===== config.mk =====
export PLATFORM = sky130hd
export DESIGN_NAME = v3mu_sqrt
export DESIGN_NICKNAME = d
export VERILOG_FILES = /design/src/design/v3mu_pkg.sv /design/src/design/v3mu_sqrt.sv
export SDC_FILE = /design/constraint.sdc
export NUM_CORES = 2
export LEC_CHECK = 0
export BUFFER_PORTS_ARGS = -buffer_cell sky130_fd_sc_hd__clkbuf_2
export CAP_MARGIN = 20
export CORE_AREA = 2 2 352 615
export CTS_BUF_LIST = sky130_fd_sc_hd__clkbuf_2 sky130_fd_sc_hd__clkbuf_4 sky130_fd_sc_hd__clkbuf_8
export CTS_CLUSTER_DIAMETER = 40
export DETAILED_ROUTE_END_ITERATION = 10
export DIE_AREA = 0 0 354 617
export HOLD_SLACK_MARGIN = 0.02
export MAX_ROUTING_LAYER = met4
export PLACE_DENSITY = 0.79
export SYNTH_ARGS = -nofsm -noshare
export SYNTH_HDL_FRONTEND = slang
export SYNTH_SLANG_ARGS = --single-unit

===== constraint.sdc =====
create_clock -name clk -period 5.3 [get_ports clk]
set_input_delay 0.795 -clock clk [delete_from_list [all_inputs] [get_ports clk]]
set_output_delay 0.795 -clock clk [all_outputs]
set_load 0.05 [all_outputs]

===== src/design/v3mu_pkg.sv =====
// ----------------------------------------------------------------------------
// v3mu_pkg
// Shared types, command and error codes and the saturation helper of the
// three-component vector unit.
// ----------------------------------------------------------------------------
package v3mu_pkg;

	localparam int FRAC_BITS_DEF = 16;
	localparam int WORD_BITS_DEF = 32;
	localparam int FIELD_BITS    = 32;
	localparam int EPS_BITS      = 16;
	localparam int CMD_BITS      = 4;
	localparam int SQRT_STAGES   = 32;
	localparam int WIDE_BITS     = 72;

	typedef enum logic [CMD_BITS-1:0] {
		CMD_ADD       = 4'd0,
		CMD_SUB       = 4'd1,
		CMD_MUL       = 4'd2,
		CMD_DIV       = 4'd3,
		CMD_SCALE     = 4'd4,
		CMD_ADDSCALAR = 4'd5,
		CMD_NEG       = 4'd6,
		CMD_DOT       = 4'd7,
		CMD_CROSS     = 4'd8,
		CMD_NORM      = 4'd9,
		CMD_NORMALIZE = 4'd10,
		CMD_COMPARE   = 4'd11
	} cmd_t;

	typedef enum logic [1:0] {
		ERR_OK       = 2'd0,
		ERR_DIV_ZERO = 2'd1,
		ERR_OVERFLOW = 2'd2
	} err_t;

	typedef logic signed [WIDE_BITS-1:0] wide_t;

	typedef struct packed {
		logic                  ovf;
		logic [FIELD_BITS-1:0] val;
	} sat_t;

	// per-item results known once the lanes and the merge stage are done
	typedef struct packed {
		logic [CMD_BITS-1:0]        cmd;
		logic [2:0][FIELD_BITS-1:0] r;
		logic [FIELD_BITS-1:0]      sc;
		logic                       ovf;
		logic                       same;
	} early_t;

	// clamp to a signed range of rb bits, flag when clamped
	function automatic sat_t sat_q(input wide_t v, input int rb);
		wide_t hi;
		wide_t lo;
		sat_t  res;
		hi = (wide_t'(1) <<< (rb - 1)) - wide_t'(1);
		lo = -hi - wide_t'(1);
		if (v > hi) begin
			res = {1'b1, hi[FIELD_BITS-1:0]};
		end else if (v < lo) begin
			res = {1'b1, lo[FIELD_BITS-1:0]};
		end else begin
			res = {1'b0, v[FIELD_BITS-1:0]};
		end
		return res;
	endfunction

endpackage


===== src/design/v3mu_sqrt.sv =====
// ----------------------------------------------------------------------------
// v3mu_sqrt
// Pipelined integer square root, one result bit per stage, 64 to 32 bits.
// ----------------------------------------------------------------------------
module v3mu_sqrt (
	input  logic        clk,
	input  logic        en,
	input  logic [63:0] rad,
	output logic [31:0] root
);

	localparam int STAGES = v3mu_pkg::SQRT_STAGES;

	typedef struct packed {
		logic [33:0] rem;
		logic [31:0] root;
		logic [63:0] rad;
	} sq_stage_t;

	sq_stage_t st_s [STAGES];
	sq_stage_t nx   [STAGES];
	sq_stage_t head;

	function automatic sq_stage_t sq_step(input sq_stage_t p);
		logic [35:0] cur;
		logic [35:0] trial;
		logic        ge;
		sq_stage_t   n;
		cur    = {p.rem, p.rad[63:62]};
		trial  = {2'b00, p.root, 2'b01};
		ge     = (cur >= trial);
		n.rem  = ge ? 34'(cur - trial) : cur[33:0];
		n.root = {p.root[30:0], ge};
		n.rad  = {p.rad[61:0], 2'b00};
		return n;
	endfunction

	always_comb begin
		head.rem  = '0;
		head.root = '0;
		head.rad  = rad;
		nx[0] = sq_step(head);
		for (int k = 1; k < STAGES; k++) begin
			nx[k] = sq_step(st_s[k-1]);
		end
	end

	always_ff @(posedge clk) begin
		if (en) begin
			st_s <= nx;
		end
	end

	assign root = st_s[STAGES-1].root;

endmodule


==> out/metrics.cfg <==
[status]
outcome = complete, no violations

[place]
place_area_sq_um = 121000
dp.final_hpwl_mm = 207
placed_cells_incl_taps = 11900
pre_cts_slack_ns = 0.389
gp_congestion = 1.02
buffers_added_on_ports = 97

[clocking]
ctsLongestPathBuffers = 4
ctsResizeCount = 0
clk_root_buffer_cell = sky130_fd_sc_hd__clkbuf_8
cts_sinks = 2523
cts_tree = done
number_of_buffers_inserted_during_clock_tree_synthesis = 365
cts.htree.levels = 5
clock_insertion_delay_worst_skew_ns = 1.03
cts_clock_pin_slew_for_the_worst_setup_and_hold_paths_ns = 0.06

[floorplan]
initial_core_util_pct = 54.7
rows = 225
die-height_um = 617
die_area_sq_um = 218000
die-width_um = 354
io_pins = 98
core_area_sq_um = 214000

[pwr]
final_total_power_mw = 54.5
p_int_mw = 38.0
power_share_of_the_sequential_group_pct = 49.4
share_clk_of_total_power_pct = 28.6
switchingPower_mw = 16.5
ir_worst_vdd_v = 0.000298
power.switching_fraction_pct = 30.3
p_leak_nw = 49.6
cellPowerDensity_nw_per_um2 = 421
combinational_group_share_of_total_power_pct = 22.1

[layout]
area_growth_pct = 10.7
layout.cells.non_filler = 12700
fin_nets = 10100
finalInstanceArea_sq_um = 129000
final_layout_size_suffix_gt1_share_pct = 9.44
finalCoreUtilization_pct = 60.5

[route]
wl_per_cell_um = 21.9
drt_first_iter_violations = 4216
drt-pass1-iter-count = 6
antenna_violating_nets_left = 0
drt-vias-per-instance = 5.71
drc = 0
routed-via-count = 72400
wl_mm = 278

[yosys]
yosysTopAreaCell = sky130_fd_sc_hd__edfxtp_1
post_synth_instance_area_sq_um = 117000
ys_types = 85
synthCells = 9058
ys.warnings.count = 0
netlist_top_cells_area = sky130_fd_sc_hd__edfxtp_1 (65%), sky130_fd_sc_hd__ha_1 (6.0%), sky130_fd_sc_hd__xor2_1 (3.3%)
yosys.area.top_type_share_pct = 64.8
ys_seq_elements = 2523
mappedNetlistNets = 9686
synthFlopType = sky130_fd_sc_hd__edfxtp_1
synth_seq_area_share_pct = 64.8
synth-async-reset-ratio_pct = 0
synth.avg_cell_area_sq_um = 12.9
post_synth_edffs = 2523

[worst_setup_path]
worst-path-max-fanout = 39
crit_path_end_kind = register
crit_buf_inv = 1
worst_path_largest_cell_delay_ns = 0.75
startpoint_types = register
cpMaxStageDelayCell = sky130_fd_sc_hd__a21oi_4
arrival_ns = 5.53
critical_path.cell_chain = ha_1, a211oi_1, and2_1, a221oi_1, nor4_1, o31ai_1, a41oi_1, o21ai_0, a21oi_4, clkinv_1, o221a_2
critical-path-top-delay-family = compound AO/OA/AOI/OAI gates
required_ns = 6.05
crit_type = reg -> reg

[timing]
rsz_0062_raised_after_global_routing = no
top_achievable_clock_speed_ghz = 0.209
layout_min_cycle_time_ns = 4.78
clock-skew-final_ns = 0.0697
final_critical_path_setup_slack_ns = 0.522
timing.slew.headroom_pct = 28.1
tightest_slew_ns = 1.07
hold_slack_ns = 0.288
finalMaxSlewViolations = 0
fin_crit_sh_pct = 90.1
hold_viol = 0
final_setup_violating_endpoints = 0
final.setup.tns_ns = 0

[global_routing]
grt_pass1_wl_mm = 416
largest_net_degree_at_the_start_of_global_routing = 146
global_route.usage.total_pct = 25.9
number_of_antenna_violations_at_the_first_check_in_global_routing = 13
via_count_of_the_first_global_routing_pass = 76100
gr-total-overflow = 0

[run]
drv.max_cap_violation_count = 0

[min_path]
hp-class = in -> reg

[synth_stat cells, types with 12 or more instances]
cell and number:
sky130_fd_sc_hd__nor3_1 219, sky130_fd_sc_hd__nor2b_1 87, sky130_fd_sc_hd__o21a_1 90, sky130_fd_sc_hd__or2_2 42
sky130_fd_sc_hd__a21boi_0 17, sky130_fd_sc_hd__xor2_1 435, sky130_fd_sc_hd__a21o_1 208, sky130_fd_sc_hd__nand2_1 701
sky130_fd_sc_hd__or3_1 105, sky130_fd_sc_hd__a211oi_1 59, sky130_fd_sc_hd__o31ai_1 60, sky130_fd_sc_hd__nor2_1 496
sky130_fd_sc_hd__o21ai_0 532, sky130_fd_sc_hd__a31oi_1 54, sky130_fd_sc_hd__or4_1 59, sky130_fd_sc_hd__a211o_1 13
sky130_fd_sc_hd__o311ai_0 12, sky130_fd_sc_hd__xnor2_1 411, sky130_fd_sc_hd__ha_1 562, sky130_fd_sc_hd__nor4_1 116
sky130_fd_sc_hd__a2111oi_0 17, sky130_fd_sc_hd__nor3b_1 20, sky130_fd_sc_hd__nand4_1 96, sky130_fd_sc_hd__buf_4 32
sky130_fd_sc_hd__edfxtp_1 2523, sky130_fd_sc_hd__o211ai_1 36, sky130_fd_sc_hd__nand3_1 137, sky130_fd_sc_hd__a21oi_1 535
sky130_fd_sc_hd__nand2b_1 98, sky130_fd_sc_hd__and2_1 37, sky130_fd_sc_hd__mux2_2 38, sky130_fd_sc_hd__clkbuf_1 159
sky130_fd_sc_hd__nand3b_1 19, sky130_fd_sc_hd__mux2i_1 15, sky130_fd_sc_hd__inv_1 725, sky130_fd_sc_hd__o21bai_1 52
sky130_fd_sc_hd__and3_1 45
[layer usage]
metal / global-route usage [%] / vias to the layer above / share of wire [%]
met1: 18.6 / 35000 / 27
met5: - / - / 0
met3: 4.21 / 1137 / 3.7
met2: 51.0 / 1909 / 58
li1: - / 34300 / -
met4: 24.4 / 0 / 11
[layout by cell type, fill, tap and decap left out, drive strengths merged, types with 105 or more instances in the layout]
| master | count |
|---|---|
| a21oi | 535 |
| nand2 | 701 |
| nor2 | 496 |
| a21o | 208 |
| o21ai | 534 |
| edfxtp | 2523 |
| xnor2 | 411 |
| clkbuf | 558 |
| or3 | 105 |
| xor2 | 435 |
| nor4 | 116 |
| ha | 562 |
| nor3 | 219 |
| inv | 739 |
| buf | 137 |
| nand3 | 137 |
| clkinv | 141 |
[logic make-up (layout without fill, tap and decap cells)]
logic type,after synthesis,count (layout),synth area share [%]
XOR/XNOR,846,846,6.34
multiplexers,53,53,0.494
flip-flops,2523,2523,64.8
AO/OA/AOI/OAI,1812,1812,9.49
AND/OR/NAND/NOR,2331,2331,9.77
other,1,42,0.00321
buffers and inverters,930,1672,3.10
adder cells (fa/ha/maj),562,562,6.01
[path summary, 6_finish.rpt]
kind | depth (start not counted) | end | slack (ns) | start
worst max-delay path | 11 | st_s[386] | 0.52 | st_s[488]
worst min-delay path | 1 | nx[3929] | 0.29 | en
worst max register to register | 11 | st_s[386] | 0.52 | st_s[488]
worst min register to register | 0 | nx[1748] | 0.36 | nx[1876]
[flip-flops by register name, summed over array words and instances (netlist names)]
signal,count
nx,1426
root,32
st_s,1065
[power groups by stage]
stage               Sequential, mW  Clock (mW)  Combinational [mW]
global route                  27.1        16.8                13.1
detailed placement            27.3           0                11.8
CTS                           26.9        16.0                11.9
floorplan                     26.5           0                8.16
finish                        26.9        15.6                12.0
global placement              27.2           0                11.6
[repair_timing]
action / in CTS / in global routing
hold buffers: 65 / 0
buffers inserted: 0 / 0
endpoints found under the hold margin: 65 / 0
[final cells by class]
cell class / instances / area, sq um
Inverter: 726 / 2730
Timing Repair Buffer: 300 / 2470
Multi-Input combinational cell: 5605 / 37600
Sequential cell: 2523 / 75800
Clock inverter: 185 / 1420
Fill cell: 16300 / 84500
Antenna cell: 41 / 103
Tap cell: 2837 / 3550
Clock buffer: 461 / 5770
(Power assumes the default switching activity.)
