`config.mk`:
```
export PLATFORM = sky130hd
export DESIGN_NAME = v3mu_merge
export DESIGN_NICKNAME = d
export VERILOG_FILES = /design/src/design/v3mu_pkg.sv /design/src/design/v3mu_merge.sv
export SDC_FILE = /design/constraint.sdc
export NUM_CORES = 1
export LEC_CHECK = 0
export BUFFER_PORTS_ARGS = -buffer_cell sky130_fd_sc_hd__buf_2
export CORE_AREA = 2 2 197 199
export CTS_CLUSTER_DIAMETER = 100
export CTS_CLUSTER_SIZE = 20
export DETAILED_ROUTE_END_ITERATION = 8
export DIE_AREA = 0 0 199 201
export PLACE_DENSITY = 0.53
export SLEW_MARGIN = 5
export SYNTH_ARGS = -nofsm -noshare
export SYNTH_HDL_FRONTEND = slang
export SYNTH_SLANG_ARGS = --single-unit
```
`constraint.sdc`:
```
create_clock -name clk -period 5.33 [get_ports clk]
set_input_delay 1.066 -clock clk [delete_from_list [all_inputs] [get_ports clk]]
set_output_delay 1.066 -clock clk [all_outputs]
set_load 0.01 [all_outputs]
```
`src/design/v3mu_pkg.sv`:
```
// ----------------------------------------------------------------------------
// v3mu_pkg
// Shared types, command and error codes and the saturation helper of the
// three-component vector unit.
// ----------------------------------------------------------------------------
package v3mu_pkg;

	localparam int FRAC_BITS_DEF = 16;
	localparam int WORD_BITS_DEF = 32;
	localparam int FIELD_BITS    = 32;
	localparam int EPS_BITS      = 16;
	localparam int CMD_BITS      = 4;
	localparam int SQRT_STAGES   = 32;
	localparam int WIDE_BITS     = 72;

	typedef enum logic [CMD_BITS-1:0] {
		CMD_ADD       = 4'd0,
		CMD_SUB       = 4'd1,
		CMD_MUL       = 4'd2,
		CMD_DIV       = 4'd3,
		CMD_SCALE     = 4'd4,
		CMD_ADDSCALAR = 4'd5,
		CMD_NEG       = 4'd6,
		CMD_DOT       = 4'd7,
		CMD_CROSS     = 4'd8,
		CMD_NORM      = 4'd9,
		CMD_NORMALIZE = 4'd10,
		CMD_COMPARE   = 4'd11
	} cmd_t;

	typedef enum logic [1:0] {
		ERR_OK       = 2'd0,
		ERR_DIV_ZERO = 2'd1,
		ERR_OVERFLOW = 2'd2
	} err_t;

	typedef logic signed [WIDE_BITS-1:0] wide_t;

	typedef struct packed {
		logic                  ovf;
		logic [FIELD_BITS-1:0] val;
	} sat_t;

	// per-item results known once the lanes and the merge stage are done
	typedef struct packed {
		logic [CMD_BITS-1:0]        cmd;
		logic [2:0][FIELD_BITS-1:0] r;
		logic [FIELD_BITS-1:0]      sc;
		logic                       ovf;
		logic                       same;
	} early_t;

	// clamp to a signed range of rb bits, flag when clamped
	function automatic sat_t sat_q(input wide_t v, input int rb);
		wide_t hi;
		wide_t lo;
		sat_t  res;
		hi = (wide_t'(1) <<< (rb - 1)) - wide_t'(1);
		lo = -hi - wide_t'(1);
		if (v > hi) begin
			res = {1'b1, hi[FIELD_BITS-1:0]};
		end else if (v < lo) begin
			res = {1'b1, lo[FIELD_BITS-1:0]};
		end else begin
			res = {1'b0, v[FIELD_BITS-1:0]};
		end
		return res;
	endfunction

endpackage

```
`src/design/v3mu_merge.sv`:
```
// ----------------------------------------------------------------------------
// v3mu_merge
// Merge stage: dot product and sum of squares over the lane products, and
// the gathering of lane results into one early result.
// ----------------------------------------------------------------------------
module v3mu_merge #(
	parameter int FRAC_BITS = v3mu_pkg::FRAC_BITS_DEF,
	parameter int RES_BITS  = v3mu_pkg::WORD_BITS_DEF
) (
	input  logic                          clk,
	input  logic                          en,
	input  logic [v3mu_pkg::CMD_BITS-1:0] cmd_s1,
	input  logic [v3mu_pkg::CMD_BITS-1:0] cmd_s2,
	input  logic signed [63:0]            pm [3],
	input  v3mu_pkg::sat_t                res [3],
	input  logic [2:0]                    near,
	output logic [63:0]                   sumsq_s2,
	output v3mu_pkg::early_t              early
);

	v3mu_pkg::wide_t dot_sum;
	v3mu_pkg::sat_t  dot_s2;

	assign dot_sum = v3mu_pkg::wide_t'(pm[0]) + v3mu_pkg::wide_t'(pm[1])
		+ v3mu_pkg::wide_t'(pm[2]);

	always_ff @(posedge clk) begin
		if (en) begin
			// floor once over the exact sum
			dot_s2   <= (cmd_s1 == v3mu_pkg::CMD_DOT)
				? v3mu_pkg::sat_q(dot_sum >>> FRAC_BITS, RES_BITS) : '0;
			sumsq_s2 <= 64'(pm[0]) + 64'(pm[1]) + 64'(pm[2]);
		end
	end

	always_comb begin
		early.cmd  = cmd_s2;
		early.r[0] = res[0].val;
		early.r[1] = res[1].val;
		early.r[2] = res[2].val;
		early.sc   = dot_s2.val;
		early.ovf  = res[0].ovf | res[1].ovf | res[2].ovf | dot_s2.ovf;
		early.same = (cmd_s2 == v3mu_pkg::CMD_COMPARE) && (&near);
	end

endmodule

```
==> results of run 1 <==
[worst min-delay path: cells and delay by family]
kind,cells,cell delay [ns]
adder cells (fa/ha/maj),2,0.28
buffers and inverters,1,0.08
[cell type report]
type	instances	area [um2]	area share
Multi-Input combinational cell	766	6195	0.4763
Sequential cell	97	2913	0.2240
Timing Repair Buffer	462	2735	0.2103
Tap cell	518	648.1	0.04983
Clock buffer	9	225.2	0.01732
Inverter	55	206.4	0.01587
Clock inverter	7	83.83	0.006445
[stage by stage]
stage / total power [uW] / setup slack (ns) / cells / utilization
4_1_cts: 4413 / 0.2262 / 1911 / 0.3398
5_1_grt: 4683 / -0.0007629 / 1914 / 0.3413
3_3_place_gp: 3697 / -0.1695 / 1895 / 0.3317
2_1_floorplan: 2633 / 0.4609 / 1090 / -
6_report: 4377 / 0.1743 / 1914 / 0.3413
3_5_place_dp: 3702 / -0.1861 / 1895 / 0.3317
[power groups by stage]
stage          registers (uW)  clock network, uW  logic [uW]
3_3_place_gp             1150                  0        2550
3_5_place_dp             1150                  0        2550
4_1_cts                  1140                715        2560
2_1_floorplan            1240                  0        1400
6_report                 1130                693        2550
5_1_grt                  1150                740        2790
[cells in the mapped netlist (5+ instances only)]
master	count
a211oi_1	10
a21o_1	16
a21oi_1	91
a21oi_2	5
a22oi_1	5
a31oi_1	7
and2_1	7
and3_1	5
buf_2	23
buf_4	132
buf_6	6
clkbuf_1	11
edfxtp_1	97
fa_1	65
ha_1	64
inv_1	55
nand2_1	81
nand3_1	21
nand4_1	33
nor2_1	59
nor2b_1	5
nor3_1	15
nor4_1	11
o211ai_1	7
o21a_1	13
o21ai_0	56
o21ai_1	13
o21ai_2	30
xnor2_1	29
xor2_1	23
[what timing repair did]
item / CTS / global route
setup endpoints to repair: 0 / 31
setup buffers: 0 / 2
resized for setup: 0 / 5
[registers in the layout (all words and copies together), names as in the netlist]
signal	cells
sumsq_s2	64
early	32
dot_s2	1
[worst min-delay path by stage]
stage / startpoint / endpoint / slack (ns)
floorplan: en / dot_s2[32] / 1.18
global placement: sumsq_s2[40] / sumsq_s2[40] / 1.48
detailed placement: sumsq_s2[47] / sumsq_s2[47] / 1.48
CTS: pm[129] / sumsq_s2[1] / 1.15
global route: pm[129] / sumsq_s2[1] / 1.17
finish: pm[129] / sumsq_s2[1] / 1.16
[metal layers]
| metal | share of wire | global-route usage | wire (um) | up-vias |
|---|---|---|---|---|
| li1 | - | - | - | 4437 |
| met1 | 0.39 | 0.2447 | 16940 | 4424 |
| met2 | 0.50 | 0.3724 | 21420 | 403 |
| met3 | 0.10 | 0.08653 | 4378 | 18 |
| met4 | 0.0088 | 0.03012 | 381 | 2 |
| met5 | 0.00030 | 0 | 13 | - |
[logic make-up after synthesis]
logic type               count (synthesis)  share of synthesized area
AO/OA/AOI/OAI                          311                     0.2075
AND/OR/NAND/NOR                        271                     0.1329
adder cells (fa/ha/maj)                129                     0.2001
XOR/XNOR                                53                    0.04490
multiplexers                             2                   0.002025
buffers and inverters                  227                     0.1353
flip-flops                              97                     0.2773
==> flow_summary.toml, run 1 <==
[worst_setup_path]
path_depth = 15
cp_cell_sequence = "buf_2 > fa_1 > ha_1 > nand2_1 > or3_4 > a2111oi_4 > o31a_1 > o21a_1 > a41oi_1 > o31a_1 > or4_4 > o41ai_4 > buf_4 > buf_8 > o21ai_2"
cp_slowest_cell = "or4_4"
crit_path_end = "early[30]"
crit_start = "pm[10]"
crit_type = "input port to flop"
crit_buf_inv = 3
cpPeakStageDelay_ns = 0.53
critPathMaxFanout = 15
cp-start-kind = "input port"
cpLargestDelayFamily = "compound AO/OA/AOI/OAI gates"
cpMostUsedCell = "o31a_1"
end_kind = "flop"
required_ns = 5.44
cp.arrival_ns = 5.26

[route]
wl_per_cell_um = 22.54
initialDrtViolationCount = 463
firstDrtPassIters = 5
drt.antenna.violating_nets = 0
vias = 9284
drcViolationCount = 0
vias_per_cell = 4.851
drt-total-wl_mm = 43.14

[finish]
area_growth_pct = 23.81
antennaDiodeCount = 0
mostFrequentLayoutCell = "buf_2"
mostFrequentLayoutCells = "buf_2 (308), buf_4 (151), edfxtp_1 (97)"
num-fill-cells = 3982
layout.nets = 1824
drive_gt1_frac = 0.3961
fin_area_um2 = 13010

[global_routing]
antenna_found_initial = 1
grt_max_degree = 62
grt_first_pass_wirelength_mm = 62.00
grt_overflow = 0
gr-usage-all-layers = 0.2118
grt_pass1_vias = 9653

[power]
p_sw_frac = 0.4255
pwr-share-clk = 0.158
p_int_uw = 2514
power_leakage_uw = 0.005666
p_per_area_nw_per_um2 = 336.5
seq_power_share = 0.259
p_comb_frac = 0.583
peakVddDrop_mv = 0.1695
p_switching_uw = 1863

[sta]
finalHoldViolCount = 0
relSlewSlack = 0.4466
layout_min_cycle_time_ns = 5.156
finalCritPeriodShare = 0.9673
setup_violations = 0
max_freq_mhz = 194.0
report.final.slew_viol_count = 0
hold_ws_ns = 1.157
setup_tns_ns = 0
tightestPinTransition_ns = 0.8302

[clocking]
cts_sinks = 97
clockRootBuffer = "clkbuf_16"
numCtsBuffers = 9
clockBufferDepth = 2
clkTransAtPathRegs_ns = 0.08
cts_tree = "built"
cts_max_level = 3
ctsHoldBuffers = 0

[floorplan]
die_x_um = 199
io_pins = 502
dieArea_um2 = 40000
core_um2 = 38110
core.rowCount = 72
die_h_um = 201
start_util = 0.2757

[yosys]
yosysTopAreaCellShare = 0.2773
yosysSeqAreaShare = 0.2773
synth_cell_types = 91
synth_area_leaders = "edfxtp_1 (28%), fa_1 (12%), buf_4 (9.4%)"
synth_cells = 1090
synth_flop_cell = "edfxtp_1"
avgSynthCellArea_um2 = 9.638
syn_nets = 1523
ys_seq_elements = 97
synth_edf_count = 97
yosys.area.top_type = "edfxtp_1"
ys_warn_count = 0
async_flop_share = 0
netlist_area_um2 = 10510

[outcome]
status = "completed"

[flow_run]
cap_violations = 0

[placed_design]
io_buffers = 309
dpl_cell_area_um2 = 12640
place.gp.congestion = 0.8687
dp_hpwl_mm = 38.43

[worst_hold_path]
hold_class = "input port to flop"
min_path_cells = 3
No activity file was read; power rests on OpenSTA's default activity.
==> inputs of run 2 (changes only) <==
- clock period: 5.33 -> 5.59 ns (I/O delays scaled with it)
==> flow_summary.toml, run 2 (synthesized netlist as in run 1, its figures left out) <==
[finish]
fin_cells = 1854
layout.nets = 1764
mostFrequentLayoutCell = "buf_2"
drive_gt1_frac = 0.3675
regMostFlops = "sumsq_s2"
utilization = 0.3282
area_growth_pct = 19.04
antennaDiodeCount = 0
mostFrequentLayoutCells = "buf_2 (308), edfxtp_1 (97), buf_4 (92)"
largest_register_ffs = 64

[sta]
max_freq_mhz = 188.7
rsz0062_at_grt = "false"
tightestPinTransition_ns = 0.7666
worst_slack_ns = 0.2907
layout_min_cycle_time_ns = 5.299
finalCritPeriodShare = 0.9480
setup_violations = 0
relSlewSlack = 0.4889
finalHoldViolCount = 0
report.final.slew_viol_count = 0
setup_tns_ns = 0

[global_routing]
grt_first_pass_wirelength_mm = 61.04
grt_overflow = 0
grt_pass1_vias = 9260
gr-usage-all-layers = 0.2104
antenna_found_initial = 0
grt_max_degree = 58

[worst_setup_path]
required_ns = 5.70
cpPeakStageDelay_ns = 0.47
critPathMaxFanout = 31
cp.arrival_ns = 5.41
cp_cell_sequence = "buf_2 > fa_1 > ha_1 > fa_1 > a211oi_1 > buf_4 > o21ai_0 > a21oi_1 > nand2_1 > a21bo_2 > a21oi_1 > xnor2_1 > nor4b_2 > nand3_1 > o41ai_4 > buf_12 > o21ai_1"
cp_slowest_cell = "fa_1"
crit_type = "input port to flop"
cp-start-kind = "input port"
end_kind = "flop"

[flow_run]
cap_violations = 0

[power]
power_leakage_uw = 0.005353
peakVddDrop_mv = 0.1388
p_per_area_nw_per_um2 = 320.0

[worst_hold_path]
hold_class = "input port to flop"

[floorplan]
die_h_um = 201
core.rowCount = 72
dieArea_um2 = 40000
start_util = 0.2757
die_x_um = 199
core_um2 = 38110
io_pins = 502

[clocking]
clkTransAtPathRegs_ns = 0.08
cts_sinks = 97
ctsHoldBuffers = 0
clockRootBuffer = "clkbuf_16"
cts_max_level = 3
clockBufferDepth = 2
cts_tree = "built"
numCtsBuffers = 9
cts_resized = 0
cts_setup_buffers = 0

[route]
wl_per_cell_um = 23.02
vias = 9108
drt.antenna.violating_nets = 0
firstDrtPassIters = 6
vias_per_cell = 4.913
initialDrtViolationCount = 579
drcViolationCount = 0
drt-total-wl_mm = 42.67

[placed_design]
dpl.cell_count = 1838
dp_hpwl_mm = 38.40
place.gp.congestion = 0.9015
dp_slack_ns = -0.1273
io_buffers = 309

[outcome]
status = "completed"
-- run 2: stage by stage --
stage          cell area, um2  hold slack (ns)  total power (uW)
2_1_floorplan           10510            1.231              2510
3_3_place_gp            12210            1.533              3390
3_5_place_dp            12210            1.532              3394
4_1_cts                 12510            1.193              4032
5_1_grt                 12510            1.218              4277
6_report                12510            1.203              4002
-- run 2: area by class of cell --
cell class                      instances  area [um2]
Clock buffer                            9       225.2
Fill cell                            4015       25600
Sequential cell                        97        2913
Tap cell                              518       648.1
Multi-Input combinational cell        766        6171
Clock inverter                          7       70.07
Timing Repair Buffer                  402        2272
Inverter                               55       206.4
-- run 2: per-layer routing --
| layer | global-route usage | share of wire | vias up |
|---|---|---|---|
| li1 | - | - | 4313 |
| met1 | 0.2508 | 0.40 | 4378 |
| met2 | 0.3574 | 0.49 | 384 |
| met3 | 0.07560 | 0.093 | 31 |
| met4 | 0.05251 | 0.019 | 2 |
| met5 | 0.004938 | 0.00063 | - |
-- run 2: worst max-delay path, delay by kind of cell --
kind | cells | cell delay (ns)
compound gates | 7 | 1.80
simple gates | 3 | 0.63
buf+inv | 3 | 0.53
xor+xnor | 1 | 0.18
fa+ha+maj | 3 | 1.11
-- run 2: path summary, 6_finish.rpt --
check,start,to,cells after the start
worst max-delay path,pm[1],early[11],17
worst min-delay path,pm[129],sumsq_s2[1],3
-- run 2: power by group --
group	internal, uW	total [uW]	switching [uW]
clock	314	625	310
combinational	885	2290	1410
sequential	1040	1080	44.3
total	2240	4000	1760
